### config.mk
export PLATFORM = sky130hd
export DESIGN_NAME = double_hash_table_insert_top
export DESIGN_NICKNAME = d
export VERILOG_FILES = /design/src/rtl/core/dhti_pkg.sv /design/src/rtl/core/dhti_seq.sv /design/src/rtl/core/double_hash_table_insert_top.sv
export SDC_FILE = /design/constraint.sdc
export NUM_CORES = 2
export LEC_CHECK = 0
export BUFFER_PORTS_ARGS = -buffer_cell sky130_fd_sc_hd__buf_4
export CORE_MARGIN = 4
export CORE_UTILIZATION = 45
export CTS_BUF_LIST = sky130_fd_sc_hd__clkbuf_16
export DETAILED_ROUTE_END_ITERATION = 7
export MAX_ROUTING_LAYER = met4
export PLACE_DENSITY_LB_ADDON = 0.25
export SLEW_MARGIN = 20
export SYNTH_ARGS = -nofsm -noshare
export SYNTH_HDL_FRONTEND = slang
export SYNTH_MEMORY_MAX_BITS = 65536
export SYNTH_SLANG_ARGS = --single-unit
### constraint.sdc
create_clock -name clock -period 15.95 [get_ports clock]
set_input_delay 1.595 -clock clock [delete_from_list [all_inputs] [get_ports clock]]
set_output_delay 1.595 -clock clock [all_outputs]
set_load 0.01 [all_outputs]
### src/rtl/core/dhti_pkg.sv
`default_nettype none

package dhti_pkg;

   // Field widths of the transfer payloads and of the registers.
   localparam int KEY_W    = 31;
   localparam int SLOT_W   = 7;
   localparam int COLL_W   = 8;
   localparam int STATUS_W = 2;
   localparam int SIZE_W   = 8;
   localparam int PRIME_W  = 7;

   // Remainder unit: a 32-bit dividend, four quotient bits per iteration.
   localparam int DIV_W       = 32;
   localparam int DIGIT_W     = 4;
   localparam int REM_W       = 8;
   localparam int CNT_W       = 3;
   localparam int KEY_PASSES  = DIV_W / DIGIT_W;
   localparam int STEP_PASSES = REM_W / DIGIT_W;

   // Register indexes on the configuration port.
   localparam logic CSR_TABLE_SIZE = 1'b0;
   localparam logic CSR_STEP_PRIME = 1'b1;

   typedef enum logic [STATUS_W-1:0] {
      ST_INSERTED = 2'd0,
      ST_FULL     = 2'd1,
      ST_READ     = 2'd2
   } status_type;

   typedef enum logic [3:0] {
      OP_NOP,
      OP_CLEAR,
      OP_IDLE,
      OP_DISPATCH,
      OP_REM_ITER,
      OP_LOAD_STEP,
      OP_PROBE_INIT,
      OP_PROBE_RD,
      OP_PROBE_CHK,
      OP_RESP_FULL,
      OP_RESP_INSERT,
      OP_READ_RD,
      OP_RESP_READ
   } op_type;

   typedef enum logic [2:0] {
      COND_NEVER,
      COND_ALWAYS,
      COND_NOT_START,
      COND_IS_READ,
      COND_REM_MORE,
      COND_SLOT_FREE,
      COND_PROBE_MORE,
      COND_CLR_MORE
   } cond_type;

   typedef logic [3:0] pc_type;

   typedef struct packed {
      op_type   op;
      cond_type cond;
      pc_type   target;
   } ctrl_word_type;

   typedef struct packed {
      logic start;
      logic is_read;
      logic rem_more;
      logic slot_free;
      logic probe_more;
      logic clr_more;
   } cond_flags_type;

   localparam pc_type PC_CLEAR      = 4'd0;
   localparam pc_type PC_IDLE       = 4'd1;
   localparam pc_type PC_DISPATCH   = 4'd2;
   localparam pc_type PC_REM_KEY    = 4'd3;
   localparam pc_type PC_LOAD_STEP  = 4'd4;
   localparam pc_type PC_REM_STEP   = 4'd5;
   localparam pc_type PC_PROBE_INIT = 4'd6;
   localparam pc_type PC_PROBE_RD   = 4'd7;
   localparam pc_type PC_PROBE_CHK  = 4'd8;
   localparam pc_type PC_PROBE_NEXT = 4'd9;
   localparam pc_type PC_RESP_FULL  = 4'd10;
   localparam pc_type PC_RESP_INS   = 4'd11;
   localparam pc_type PC_READ_RD    = 4'd12;
   localparam pc_type PC_RESP_READ  = 4'd13;

   // Control store. The jump is taken when the condition holds, otherwise
   // the program falls through to the next step.
   function automatic ctrl_word_type ucode_rom(input pc_type pc);
      ctrl_word_type w;
      begin
         unique case (pc)
            PC_CLEAR:      w = '{OP_CLEAR,       COND_CLR_MORE,   PC_CLEAR};
            PC_IDLE:       w = '{OP_IDLE,        COND_NOT_START,  PC_IDLE};
            PC_DISPATCH:   w = '{OP_DISPATCH,    COND_IS_READ,    PC_READ_RD};
            PC_REM_KEY:    w = '{OP_REM_ITER,    COND_REM_MORE,   PC_REM_KEY};
            PC_LOAD_STEP:  w = '{OP_LOAD_STEP,   COND_NEVER,      PC_IDLE};
            PC_REM_STEP:   w = '{OP_REM_ITER,    COND_REM_MORE,   PC_REM_STEP};
            PC_PROBE_INIT: w = '{OP_PROBE_INIT,  COND_NEVER,      PC_IDLE};
            PC_PROBE_RD:   w = '{OP_PROBE_RD,    COND_NEVER,      PC_IDLE};
            PC_PROBE_CHK:  w = '{OP_PROBE_CHK,   COND_SLOT_FREE,  PC_RESP_INS};
            PC_PROBE_NEXT: w = '{OP_NOP,         COND_PROBE_MORE, PC_PROBE_RD};
            PC_RESP_FULL:  w = '{OP_RESP_FULL,   COND_ALWAYS,     PC_IDLE};
            PC_RESP_INS:   w = '{OP_RESP_INSERT, COND_ALWAYS,     PC_IDLE};
            PC_READ_RD:    w = '{OP_READ_RD,     COND_NEVER,      PC_IDLE};
            PC_RESP_READ:  w = '{OP_RESP_READ,   COND_ALWAYS,     PC_IDLE};
            default:       w = '{OP_NOP,         COND_ALWAYS,     PC_IDLE};
         endcase
         return w;
      end
   endfunction

   // Four steps of restoring division; only the remainder is kept.
   function automatic logic [REM_W-1:0] rem_digit(input logic [REM_W-1:0]   r,
                                                  input logic [DIGIT_W-1:0] bits,
                                                  input logic [REM_W-1:0]   d);
      logic [REM_W:0]   t;
      logic [REM_W-1:0] acc;
      begin
         acc = r;
         for (int j = DIGIT_W - 1; j >= 0; j--) begin
            t = {acc, bits[j]};
            if (t >= {1'b0, d}) begin
               t = t - {1'b0, d};
            end
            acc = t[REM_W-1:0];
         end
         return acc;
      end
   endfunction

endpackage

`default_nettype wire

### src/rtl/core/dhti_seq.sv
`default_nettype none

module dhti_seq (
   input  logic                     clock,
   input  logic                     reset,
   input  dhti_pkg::cond_flags_type flags,
   output dhti_pkg::ctrl_word_type  ctrl
);
   import dhti_pkg::*;

   pc_type pc_ff;
   pc_type pc_in;
   logic   jump;

   assign ctrl = ucode_rom(pc_ff);

   always_comb begin
      unique case (ctrl.cond)
         COND_NEVER:      jump = 1'b0;
         COND_ALWAYS:     jump = 1'b1;
         COND_NOT_START:  jump = !flags.start;
         COND_IS_READ:    jump = flags.is_read;
         COND_REM_MORE:   jump = flags.rem_more;
         COND_SLOT_FREE:  jump = flags.slot_free;
         COND_PROBE_MORE: jump = flags.probe_more;
         COND_CLR_MORE:   jump = flags.clr_more;
         default:         jump = 1'b0;
      endcase
      pc_in = jump ? ctrl.target : pc_type'(pc_ff + 4'd1);
   end

   // Reset starts the program at the clearing pass.
   always_ff @(posedge clock) begin
      if (reset) begin
         pc_ff <= PC_CLEAR;
      end else begin
         pc_ff <= pc_in;
      end
   end

endmodule

`default_nettype wire

### src/rtl/core/double_hash_table_insert_top.sv
`default_nettype none

// Open-addressed hash table with double hashing, insert and slot read.
// Command channel: an item transfers on a rising edge with start high and
// busy low. req_func selects insert of req_key (0) or read of req_read_slot
// (1). One result follows each item as a one-cycle strobe on rsp_valid with
// rsp_status, rsp_slot_index, rsp_collisions and rsp_slot_value; the
// receiver cannot stall, so the result is simply presented and dropped.
// Items run one at a time under a microcoded sequencer, with busy high
// until the result has been issued.
// A read runs through dispatch, the slot read and the result step. An insert
// computes key mod m and key mod p (four bits a cycle in one remainder
// unit), reduces the step mod m, then probes through the single-port slot
// memory with a read, a check and a next step per probe, until it finds a
// free slot or has seen m collisions. Busy drops as the strobe goes out, so
// the next command can transfer at the edge that ends the strobe.
// Reset restores table_size 127 and step_prime 113 and then runs a clearing
// pass over all TABLE_DEPTH slots of the slot memory; busy stays high during
// it. Configuration writes on the csr_ port take effect at once; they may
// land during the clearing pass but must not change while a command is busy.
module double_hash_table_insert_top #(
   parameter int TABLE_DEPTH = 128
) (
   input  logic                           clock,
   input  logic                           reset,
   input  logic                           start,
   output logic                           busy,
   input  logic                           req_func,
   input  logic [dhti_pkg::KEY_W-1:0]     req_key,
   input  logic [dhti_pkg::SLOT_W-1:0]    req_read_slot,
   output logic                           rsp_valid,
   output logic [dhti_pkg::STATUS_W-1:0]  rsp_status,
   output logic [dhti_pkg::SLOT_W-1:0]    rsp_slot_index,
   output logic [dhti_pkg::COLL_W-1:0]    rsp_collisions,
   output logic [dhti_pkg::KEY_W-1:0]     rsp_slot_value,
   input  logic                           csr_write_en,
   input  logic                           csr_index,
   input  logic [dhti_pkg::SIZE_W-1:0]    csr_wdata
);
   import dhti_pkg::*;

   localparam int AW = $clog2(TABLE_DEPTH);

   ctrl_word_type  ctrl;
   cond_flags_type flags;

   // Configuration registers.
   logic [SIZE_W-1:0]  table_size_ff;
   logic [PRIME_W-1:0] step_prime_ff;
   logic [REM_W-1:0]   m_eff;
   logic [REM_W-1:0]   p_eff;

   // Item and datapath registers.
   logic               func_ff,   func_in;
   logic [KEY_W-1:0]   key_ff,    key_in;
   logic [SLOT_W-1:0]  rslot_ff,  rslot_in;
   logic [DIV_W-1:0]   div_ff,    div_in;
   logic [REM_W-1:0]   rem_m_ff,  rem_m_in;
   logic [REM_W-1:0]   rem_p_ff,  rem_p_in;
   logic [CNT_W-1:0]   cnt_ff,    cnt_in;
   logic [REM_W-1:0]   base_ff,   base_in;
   logic [REM_W-1:0]   step_ff,   step_in;
   logic [REM_W-1:0]   slot_ff,   slot_in;
   logic [COLL_W-1:0]  coll_ff,   coll_in;
   logic               rd_ok_ff,  rd_ok_in;
   logic [AW-1:0]      clr_ff,    clr_in;
   logic [REM_W:0]     slot_sum;

   // Result registers.
   logic               rsp_valid_ff,  rsp_valid_in;
   status_type         rsp_status_ff, rsp_status_in;
   logic [SLOT_W-1:0]  rsp_slot_ff,   rsp_slot_in;
   logic [COLL_W-1:0]  rsp_coll_ff,   rsp_coll_in;
   logic [KEY_W-1:0]   rsp_value_ff,  rsp_value_in;

   // Slot memory.
   logic [KEY_W-1:0]   slot_mem [TABLE_DEPTH];
   logic [KEY_W-1:0]   rdata_ff;
   logic               mem_we;
   logic               mem_re;
   logic [AW-1:0]      mem_addr;
   logic [KEY_W-1:0]   mem_wdata;

   dhti_seq u_seq (
      .clock (clock),
      .reset (reset),
      .flags (flags),
      .ctrl  (ctrl)
   );

   assign busy = (ctrl.op != OP_IDLE);

   // A size of zero acts as one, and the size never exceeds the memory.
   always_comb begin
      m_eff = table_size_ff;
      if (table_size_ff == '0) begin
         m_eff = REM_W'(1);
      end
      if (32'(table_size_ff) > TABLE_DEPTH) begin
         m_eff = REM_W'(TABLE_DEPTH);
      end
      p_eff = (step_prime_ff == '0) ? REM_W'(1) : {1'b0, step_prime_ff};
   end

   always_ff @(posedge clock) begin
      if (reset) begin
         table_size_ff <= SIZE_W'(127);
         step_prime_ff <= PRIME_W'(113);
      end else if (csr_write_en) begin
         unique case (csr_index)
            CSR_TABLE_SIZE: table_size_ff <= csr_wdata;
            CSR_STEP_PRIME: step_prime_ff <= csr_wdata[PRIME_W-1:0];
            default:        table_size_ff <= table_size_ff;
         endcase
      end
   end

   always_comb begin
      flags.start      = start;
      flags.is_read    = func_ff;
      flags.rem_more   = (cnt_ff != '0);
      flags.slot_free  = (rdata_ff == '0);
      flags.probe_more = (coll_ff != m_eff);
      flags.clr_more   = (clr_ff != AW'(TABLE_DEPTH - 1));
   end

   always_comb begin
      slot_sum = {1'b0, slot_ff} + {1'b0, step_ff};
      if (slot_sum >= {1'b0, m_eff}) begin
         slot_sum = slot_sum - {1'b0, m_eff};
      end
   end

   always_comb begin
      func_in       = func_ff;
      key_in        = key_ff;
      rslot_in      = rslot_ff;
      div_in        = div_ff;
      rem_m_in      = rem_m_ff;
      rem_p_in      = rem_p_ff;
      cnt_in        = cnt_ff;
      base_in       = base_ff;
      step_in       = step_ff;
      slot_in       = slot_ff;
      coll_in       = coll_ff;
      rd_ok_in      = rd_ok_ff;
      clr_in        = clr_ff;
      rsp_valid_in  = 1'b0;
      rsp_status_in = rsp_status_ff;
      rsp_slot_in   = rsp_slot_ff;
      rsp_coll_in   = rsp_coll_ff;
      rsp_value_in  = rsp_value_ff;
      mem_we        = 1'b0;
      mem_re        = 1'b0;
      mem_addr      = '0;
      mem_wdata     = '0;

      unique case (ctrl.op)
         OP_CLEAR: begin
            mem_we   = 1'b1;
            mem_addr = clr_ff;
            clr_in   = clr_ff + AW'(1);
         end
         OP_IDLE: begin
            if (start) begin
               func_in  = req_func;
               key_in   = req_key;
               rslot_in = req_read_slot;
               div_in   = {1'b0, req_key};
               rem_m_in = '0;
               rem_p_in = '0;
               cnt_in   = CNT_W'(KEY_PASSES - 1);
            end
         end
         OP_REM_ITER: begin
            rem_m_in = rem_digit(rem_m_ff, div_ff[DIV_W-1 -: DIGIT_W], m_eff);
            rem_p_in = rem_digit(rem_p_ff, div_ff[DIV_W-1 -: DIGIT_W], p_eff);
            div_in   = {div_ff[DIV_W-DIGIT_W-1:0], {DIGIT_W{1'b0}}};
            cnt_in   = cnt_ff - CNT_W'(1);
         end
         OP_LOAD_STEP: begin
            // The second hash is reduced mod m so one subtract keeps the
            // probe position in range.
            base_in  = rem_m_ff;
            div_in   = {rem_p_ff + REM_W'(1), {(DIV_W - REM_W){1'b0}}};
            rem_m_in = '0;
            rem_p_in = '0;
            cnt_in   = CNT_W'(STEP_PASSES - 1);
         end
         OP_PROBE_INIT: begin
            step_in = rem_m_ff;
            slot_in = base_ff;
            coll_in = '0;
         end
         OP_PROBE_RD: begin
            mem_re   = 1'b1;
            mem_addr = AW'(slot_ff);
         end
         OP_PROBE_CHK: begin
            if (rdata_ff != '0) begin
               coll_in = coll_ff + COLL_W'(1);
               slot_in = slot_sum[REM_W-1:0];
            end
         end
         OP_RESP_FULL: begin
            rsp_valid_in  = 1'b1;
            rsp_status_in = ST_FULL;
            rsp_slot_in   = '0;
            rsp_coll_in   = coll_ff;
            rsp_value_in  = '0;
         end
         OP_RESP_INSERT: begin
            mem_we        = 1'b1;
            mem_addr      = AW'(slot_ff);
            mem_wdata     = key_ff;
            rsp_valid_in  = 1'b1;
            rsp_status_in = ST_INSERTED;
            rsp_slot_in   = slot_ff[SLOT_W-1:0];
            rsp_coll_in   = coll_ff;
            rsp_value_in  = '0;
         end
         OP_READ_RD: begin
            mem_re   = 1'b1;
            mem_addr = AW'(rslot_ff);
            rd_ok_in = (32'(rslot_ff) < TABLE_DEPTH);
         end
         OP_RESP_READ: begin
            rsp_valid_in  = 1'b1;
            rsp_status_in = ST_READ;
            rsp_slot_in   = rslot_ff;
            rsp_coll_in   = '0;
            rsp_value_in  = rd_ok_ff ? rdata_ff : '0;
         end
         default: begin
         end
      endcase
   end

   always_ff @(posedge clock) begin
      if (mem_we) begin
         slot_mem[mem_addr] <= mem_wdata;
      end
      if (mem_re) begin
         rdata_ff <= slot_mem[mem_addr];
      end
   end

   always_ff @(posedge clock) begin
      if (reset) begin
         clr_ff       <= '0;
         rsp_valid_ff <= 1'b0;
      end else begin
         clr_ff       <= clr_in;
         rsp_valid_ff <= rsp_valid_in;
      end
   end

   always_ff @(posedge clock) begin
      func_ff       <= func_in;
      key_ff        <= key_in;
      rslot_ff      <= rslot_in;
      div_ff        <= div_in;
      rem_m_ff      <= rem_m_in;
      rem_p_ff      <= rem_p_in;
      cnt_ff        <= cnt_in;
      base_ff       <= base_in;
      step_ff       <= step_in;
      slot_ff       <= slot_in;
      coll_ff       <= coll_in;
      rd_ok_ff      <= rd_ok_in;
      rsp_status_ff <= rsp_status_in;
      rsp_slot_ff   <= rsp_slot_in;
      rsp_coll_ff   <= rsp_coll_in;
      rsp_value_ff  <= rsp_value_in;
   end

   assign rsp_valid      = rsp_valid_ff;
   assign rsp_status     = rsp_status_ff;
   assign rsp_slot_index = rsp_slot_ff;
   assign rsp_collisions = rsp_coll_ff;
   assign rsp_slot_value = rsp_value_ff;

   // An accepted command always starts the program.
   a_start_busy: assert property (@(posedge clock) disable iff (reset)
      (start && !busy) |=> busy)
      else $error("command transfer did not start the sequencer");

   // A result only follows a cycle in which a command was in work.
   a_rsp_after_busy: assert property (@(posedge clock) disable iff (reset)
      rsp_valid |-> $past(busy))
      else $error("result strobe without a command in work");

   // Result strobes never come back to back, so each one stays a single pulse.
   a_rsp_single: assert property (@(posedge clock) disable iff (reset)
      rsp_valid |=> !rsp_valid)
      else $error("result strobe lasted more than one cycle");

   // The probe counter never passes the table size during a probe.
   a_coll_bound: assert property (@(posedge clock) disable iff (reset)
      (ctrl.op == OP_PROBE_CHK) |-> (coll_ff < m_eff))
      else $error("probe count ran past the table size");

endmodule

`default_nettype wire
==> results <==
- The flow ran to the end, and the final reports show no timing, DRC or antenna violations.
- The area share of xor/xnor cells in the synthesized design is 0.392%.
- The longest clock path from root to sink contains 4 buffers.
- After synthesis the cells add up to between 0.15 and 0.2 mm2.
- The HPWL after detailed placement is 260 mm.
- The time the final worst path needs with I/O delays and setup is 10.76 ns.
- Hold timing on the final database bottoms out at a slack of ~0.48 ns.
- The share of the clock period used by the worst path after layout is about two thirds.
- The number of top-level pins is about 100.
- The die covers 0.357 mm2.
- The highest net fanout along the worst path is 13.
- The mux share of post-synthesis cell area is less than 1%.
- The average routed wire per standard cell is 34.5 um.
- The most critical setup path has its startpoint at table_size_ff[7]$_SDFFE_PP0P_.
- Gates resized during post-CTS repair numbered 0.
- Setup repair after global routing left no endpoint under its margin.
- Of the total synthesized cell area, the portion taken by AND, OR, NAND and NOR gates is 2.16%.
- The chip width is 598 um.
- The first global-routing pass estimated 667 mm of wire.
- For this run, asynchronously set or reset flops after synthesis account for 0%.
- The final count of pins violating max slew was 0.
- The area inside the core boundary is roughly 0.35 mm2.
- The synthesized-area fraction occupied by ao, oa, aoi and oai cells is 14.1%.
- The type of the worst min-delay path is flip-flop to flip-flop.
- The distinct cell type count after synthesis is 90.
- The highest cell delay on the worst timing path is 0.64 ns.
- The sequential power share is 47.1%.
- The worst register-to-register path has a depth of 33.
- The kind of launch point of the worst setup path is a flip-flop.
- The number of clock sinks is 4207.
- The number of synthesized register bits is 4207.
- The most instantiated flip-flop cell in the synthesis netlist is sky130_fd_sc_hd__edfxtp_1.
- The cell seen most often among critical-path stages is sky130_fd_sc_hd__ha_1.
- The number of buffers and inverters on the critical path is 1.
- The data required time of the critical path is 16.62 ns.
- The CTS buffer count is 416.
- The worst-case IR drop observed on VDD is approximately 0.00017 V.
- The final count of hold timing violations is 0.
- The worst setup path is captured at a flip-flop.
- The share of synthesized cell area in full adder, half adder and majority cells is 0.831%.
- After detailed routing, the number of remaining DRC violations is 0.
- For this configuration, the core starts out at a cell density of between 40% and 50%.
- The largest net degree at the start of global routing is 118.
- The part of the total power dissipated in combinational logic is 16.3%.
- Synthesis produced a netlist whose cell count is 8617.
- The actual transition at the worst max-transition pin is ~1.3 ns.
- The quantity of I/O buffers inserted on ports is 101.
- The share of final-layout standard cells stronger than drive strength 1 is 13.8%.
- The clock root buffer is sky130_fd_sc_hd__clkbuf_16.
- The analysis attributes to net switching a power of 7.19 mW.
- The reg2reg setup slack is 5.19 ns.
- The sum of routed wire length over all layers is about 480 mm.
- The initial antenna violation count is 13.
- The height of the die is 598 um.
- The number of global-route vias before repair is roughly 87000.
- By area, the combinational part of the netlist is dominated by compound AO/OA/AOI/OAI gates.
- In this design, the largest share of critical-path delay is due to compound AO/OA/AOI/OAI gates.
- The capturing instance or port of the critical path is rem_m_ff[7]$_SDFFCE_PN0P_.
- The number of inserted filler cells in the final layout is 27300.
- The cell at the slowest stage of the critical path is sky130_fd_sc_hd__nand2_1.
- The clock input transition at the sequential cells of the worst setup and hold paths is approximately 0.06 ns.
- The launch point of the worst reg-to-reg path is table_size_ff[7]$_SDFFE_PP0P_.
- The average size of a mapped cell is 18.2 um2.
- The power density over the cells is 146 mW/mm2.
- After clock tree synthesis, the flow added hold-fix buffers numbering 0.
- Routability-driven placement finished with a final weighted congestion of 0.875.
- The number of DRC markers in iteration 0 is 12400.
- The global-route congestion overflow total is 0.
- The initialized floorplan defines 216 standard-cell rows.
- The tool flagged a number of max-cap violations equal to 0.
- The worst-case headroom to the max-slew limit is 11.2%.
- Summed over all cells, the static leakage comes to 52.4 nW.
- Net switching is approximately 28% of the power.
- After detailed routing, the number of vias per cell comes to approximately 6.6.
- Cell internal power was estimated by the tool at 18.9 mW.
- In the final timing run, aggregate negative setup slack is 0 ns.
- Once detail routing completed, the nets flagged for antenna violations numbered 0.
- The number of nets handed over by synthesis was 8767.
- Compared with the post-synthesis result, the final layout area differs by 13.8%.
- Setup violations remaining at the end of the flow were counted as 0.
- The critical path is of the flip-flop to flip-flop type.
- The capture point of the worst reg-to-reg path is rem_m_ff[7]$_SDFFCE_PN0P_.
- Per report_power, the clock group accounts for 36.7% of the total.
- Data on the critical path arrives at its endpoint at 11.44 ns.
- Of the synthesized area, sequential elements account for 80.5%.
- The later pin in the worst-skew pair is clocked with a latency of approximately 0.96 ns.
- The total number of nets in the final design is 9079.
- The highest achievable clock rate is between 90 and 100 MHz.
- Before antenna repair, the detailed router went through 6 iterations.
- The number of H-tree levels is 5.
- TritonCTS built the clock tree.
- Counting flops with a built-in enable in the synthesized netlist gives between 4000 and 5000.
- Counting buffers and inverters, the worst setup path is 33 cells deep.
- The Yosys step of the flow raised 0 warnings.
- The total routing resource utilization after global routing is approximately a quarter.
- Between clock sinks in the finished design, the worst skew comes to 0.0604 ns.
- The setup fix buffers added after clock tree synthesis is 0.
- The total vias in the final route is ~91000.
-- power groups by stage --
stage | sequential (mW) | clock [mW] | combinational, mW
finish | 12.3 | 9.56 | 4.24
floorplan | 12.5 | 0 | 2.34
global route | 12.3 | 10.1 | 4.44
global placement | 12.5 | 0 | 4.14
detailed placement | 12.5 | 0 | 4.14
CTS | 12.3 | 9.65 | 4.15
-- worst reg2reg max path: cells and delay by family (launching register included) --
family	cells	cell delay, ns
buffers and inverters	1	0.32
AND/OR/NAND/NOR	8	2.50
multiplexers	5	2.04
adder cells (fa/ha/maj)	4	1.41
flip-flops	1	0.58
AO/OA/AOI/OAI	15	3.69
-- flip-flops by register name (all words and copies together), names as in the netlist --
name            count
base_ff             8
clr_ff              7
cnt_ff              3
coll_ff             8
div_ff             32
func_ff             1
key_ff             31
rdata_ff           31
rem_m_ff            8
rem_p_ff            8
rslot_ff            7
rsp_collisions      8
rsp_slot_index      7
rsp_slot_value     31
rsp_status          2
rsp_valid           1
slot_ff             8
slot_mem         3968
step_ff             8
step_prime_ff       7
table_size_ff       8
u_seq.ctrl         11
u_seq.pc_ff         4
-- metal layers --
| layer | track usage, % | wire length [um] | vias up |
|---|---|---|---|
| li1 | - | - | 37300 |
| met1 | 36.6 | 186000 | 47300 |
| met2 | 40.5 | 220000 | 5691 |
| met3 | 5.82 | 55000 | 896 |
| met4 | 7.77 | 16500 | 0 |
| met5 | - | 0 | - |
-- through the flow --
| stage | cell area, um2 | util [%] | cells | power [mW] | setup slack, ns |
|---|---|---|---|---|---|
| after floorplan | 157000 | - | 8617 | 14.8 | 7.06 |
| after global placement | 165000 | 47.6 | 13100 | 16.6 | 4.98 |
| after detailed placement | 165000 | 47.6 | 13100 | 16.6 | 5.05 |
| after CTS | 178000 | 51.4 | 13800 | 26.1 | 5.06 |
| after global routing | 178000 | 51.5 | 13900 | 26.8 | 4.43 |
| final | 178000 | 51.5 | 13900 | 26.1 | 5.19 |
-- layout by cell type (no fill, tap or decap), types with 20 or more instances in the layout --
| cell type | n |
|---|---|
| sky130_fd_sc_hd__o41ai_2 | 20 |
| sky130_fd_sc_hd__a31oi_1 | 51 |
| sky130_fd_sc_hd__a221oi_1 | 48 |
| sky130_fd_sc_hd__a21o_1 | 24 |
| sky130_fd_sc_hd__xor2_1 | 28 |
| sky130_fd_sc_hd__o21ai_0 | 78 |
| sky130_fd_sc_hd__clkbuf_16 | 424 |
| sky130_fd_sc_hd__bufinv_16 | 41 |
| sky130_fd_sc_hd__nand2_1 | 162 |
| sky130_fd_sc_hd__o41ai_1 | 92 |
| sky130_fd_sc_hd__nand4_1 | 47 |
| sky130_fd_sc_hd__nor2_1 | 83 |
| sky130_fd_sc_hd__nor2_4 | 134 |
| sky130_fd_sc_hd__xnor2_1 | 42 |
| sky130_fd_sc_hd__edfxtp_1 | 4169 |
| sky130_fd_sc_hd__ha_1 | 88 |
| sky130_fd_sc_hd__inv_1 | 147 |
| sky130_fd_sc_hd__clkinv_2 | 69 |
| sky130_fd_sc_hd__and2_4 | 31 |
| sky130_fd_sc_hd__a22o_1 | 58 |
| sky130_fd_sc_hd__dfxtp_1 | 38 |
| sky130_fd_sc_hd__a41oi_1 | 447 |
| sky130_fd_sc_hd__and2_1 | 41 |
| sky130_fd_sc_hd__a22oi_1 | 1893 |
| sky130_fd_sc_hd__a21oi_1 | 61 |
| sky130_fd_sc_hd__nand3_1 | 46 |
| sky130_fd_sc_hd__buf_4 | 444 |
| sky130_fd_sc_hd__mux2i_1 | 28 |
| sky130_fd_sc_hd__clkinv_1 | 109 |
-- logic make-up after synthesis --
group,count (synthesis)
AO/OA/AOI/OAI,2875
XOR/XNOR,70
adder cells (fa/ha/maj),98
buffers and inverters,626
flip-flops,4207
multiplexers,49
AND/OR/NAND/NOR,692
-- area by class of cell --
class                   count  area (um2)  share of cell area [%]
multi-input cells        3784       29300                    16.4
well taps                4578        5730                    3.22
flip-flops and latches   4207      126000                    70.7
clock buffers             424       10600                    5.96
clock inverters           335        2660                    1.49
diodes                     18        45.0                  0.0253
inverters                  60         225                   0.126
repair buffers            460        3650                    2.05
-- synth_stat cells (7+ instances only) --
master,n,area [um2]
sky130_fd_sc_hd__a21o_1,24,180
sky130_fd_sc_hd__a21oi_1,61,305
sky130_fd_sc_hd__a221oi_1,48,420
sky130_fd_sc_hd__a22o_1,58,508
sky130_fd_sc_hd__a22oi_1,1893,14200
sky130_fd_sc_hd__a31oi_1,51,319
sky130_fd_sc_hd__a41oi_1,447,3920
sky130_fd_sc_hd__and2_1,72,450
sky130_fd_sc_hd__and3_1,8,50.1
sky130_fd_sc_hd__buf_1,81,304
sky130_fd_sc_hd__buf_2,201,1010
sky130_fd_sc_hd__clkbuf_1,280,1050
sky130_fd_sc_hd__dfxtp_1,38,761
sky130_fd_sc_hd__edfxtp_1,4169,125000
sky130_fd_sc_hd__fa_1,10,200
sky130_fd_sc_hd__ha_1,88,1100
sky130_fd_sc_hd__inv_1,60,225
sky130_fd_sc_hd__mux2_2,19,214
sky130_fd_sc_hd__mux2i_1,28,280
sky130_fd_sc_hd__nand2_1,175,657
sky130_fd_sc_hd__nand3_1,46,230
sky130_fd_sc_hd__nand4_1,47,294
sky130_fd_sc_hd__nor2_1,218,818
sky130_fd_sc_hd__nor2b_1,21,131
sky130_fd_sc_hd__nor3_1,23,115
sky130_fd_sc_hd__nor4_1,19,119
sky130_fd_sc_hd__o211ai_1,7,52.6
sky130_fd_sc_hd__o21a_1,13,97.6
sky130_fd_sc_hd__o21ai_0,79,395
sky130_fd_sc_hd__o21bai_1,11,82.6
sky130_fd_sc_hd__o41ai_1,113,990
sky130_fd_sc_hd__or2_2,7,43.8
sky130_fd_sc_hd__or3_1,13,81.3
sky130_fd_sc_hd__xnor2_1,42,368
sky130_fd_sc_hd__xor2_1,28,245
-- how the worst min path moves through the flow --
stage                     slack [ns]  cells after the start                            end                           from
after floorplan                 0.44                      2  step_prime_ff[4]$_SDFFE_PP1P_  step_prime_ff[4]$_SDFFE_PP1P_
after global placement          0.46                      2  step_prime_ff[4]$_SDFFE_PP1P_  step_prime_ff[4]$_SDFFE_PP1P_
after detailed placement        0.47                      2  step_prime_ff[0]$_SDFFE_PP1P_  step_prime_ff[0]$_SDFFE_PP1P_
after CTS                       0.48                      2  step_prime_ff[4]$_SDFFE_PP1P_  step_prime_ff[4]$_SDFFE_PP1P_
after global routing            0.50                      2  step_prime_ff[2]$_SDFFE_PP0P_  step_prime_ff[2]$_SDFFE_PP0P_
final                           0.48                      2  step_prime_ff[0]$_SDFFE_PP1P_  step_prime_ff[0]$_SDFFE_PP1P_
No activity file was read; power rests on OpenSTA's default activity.
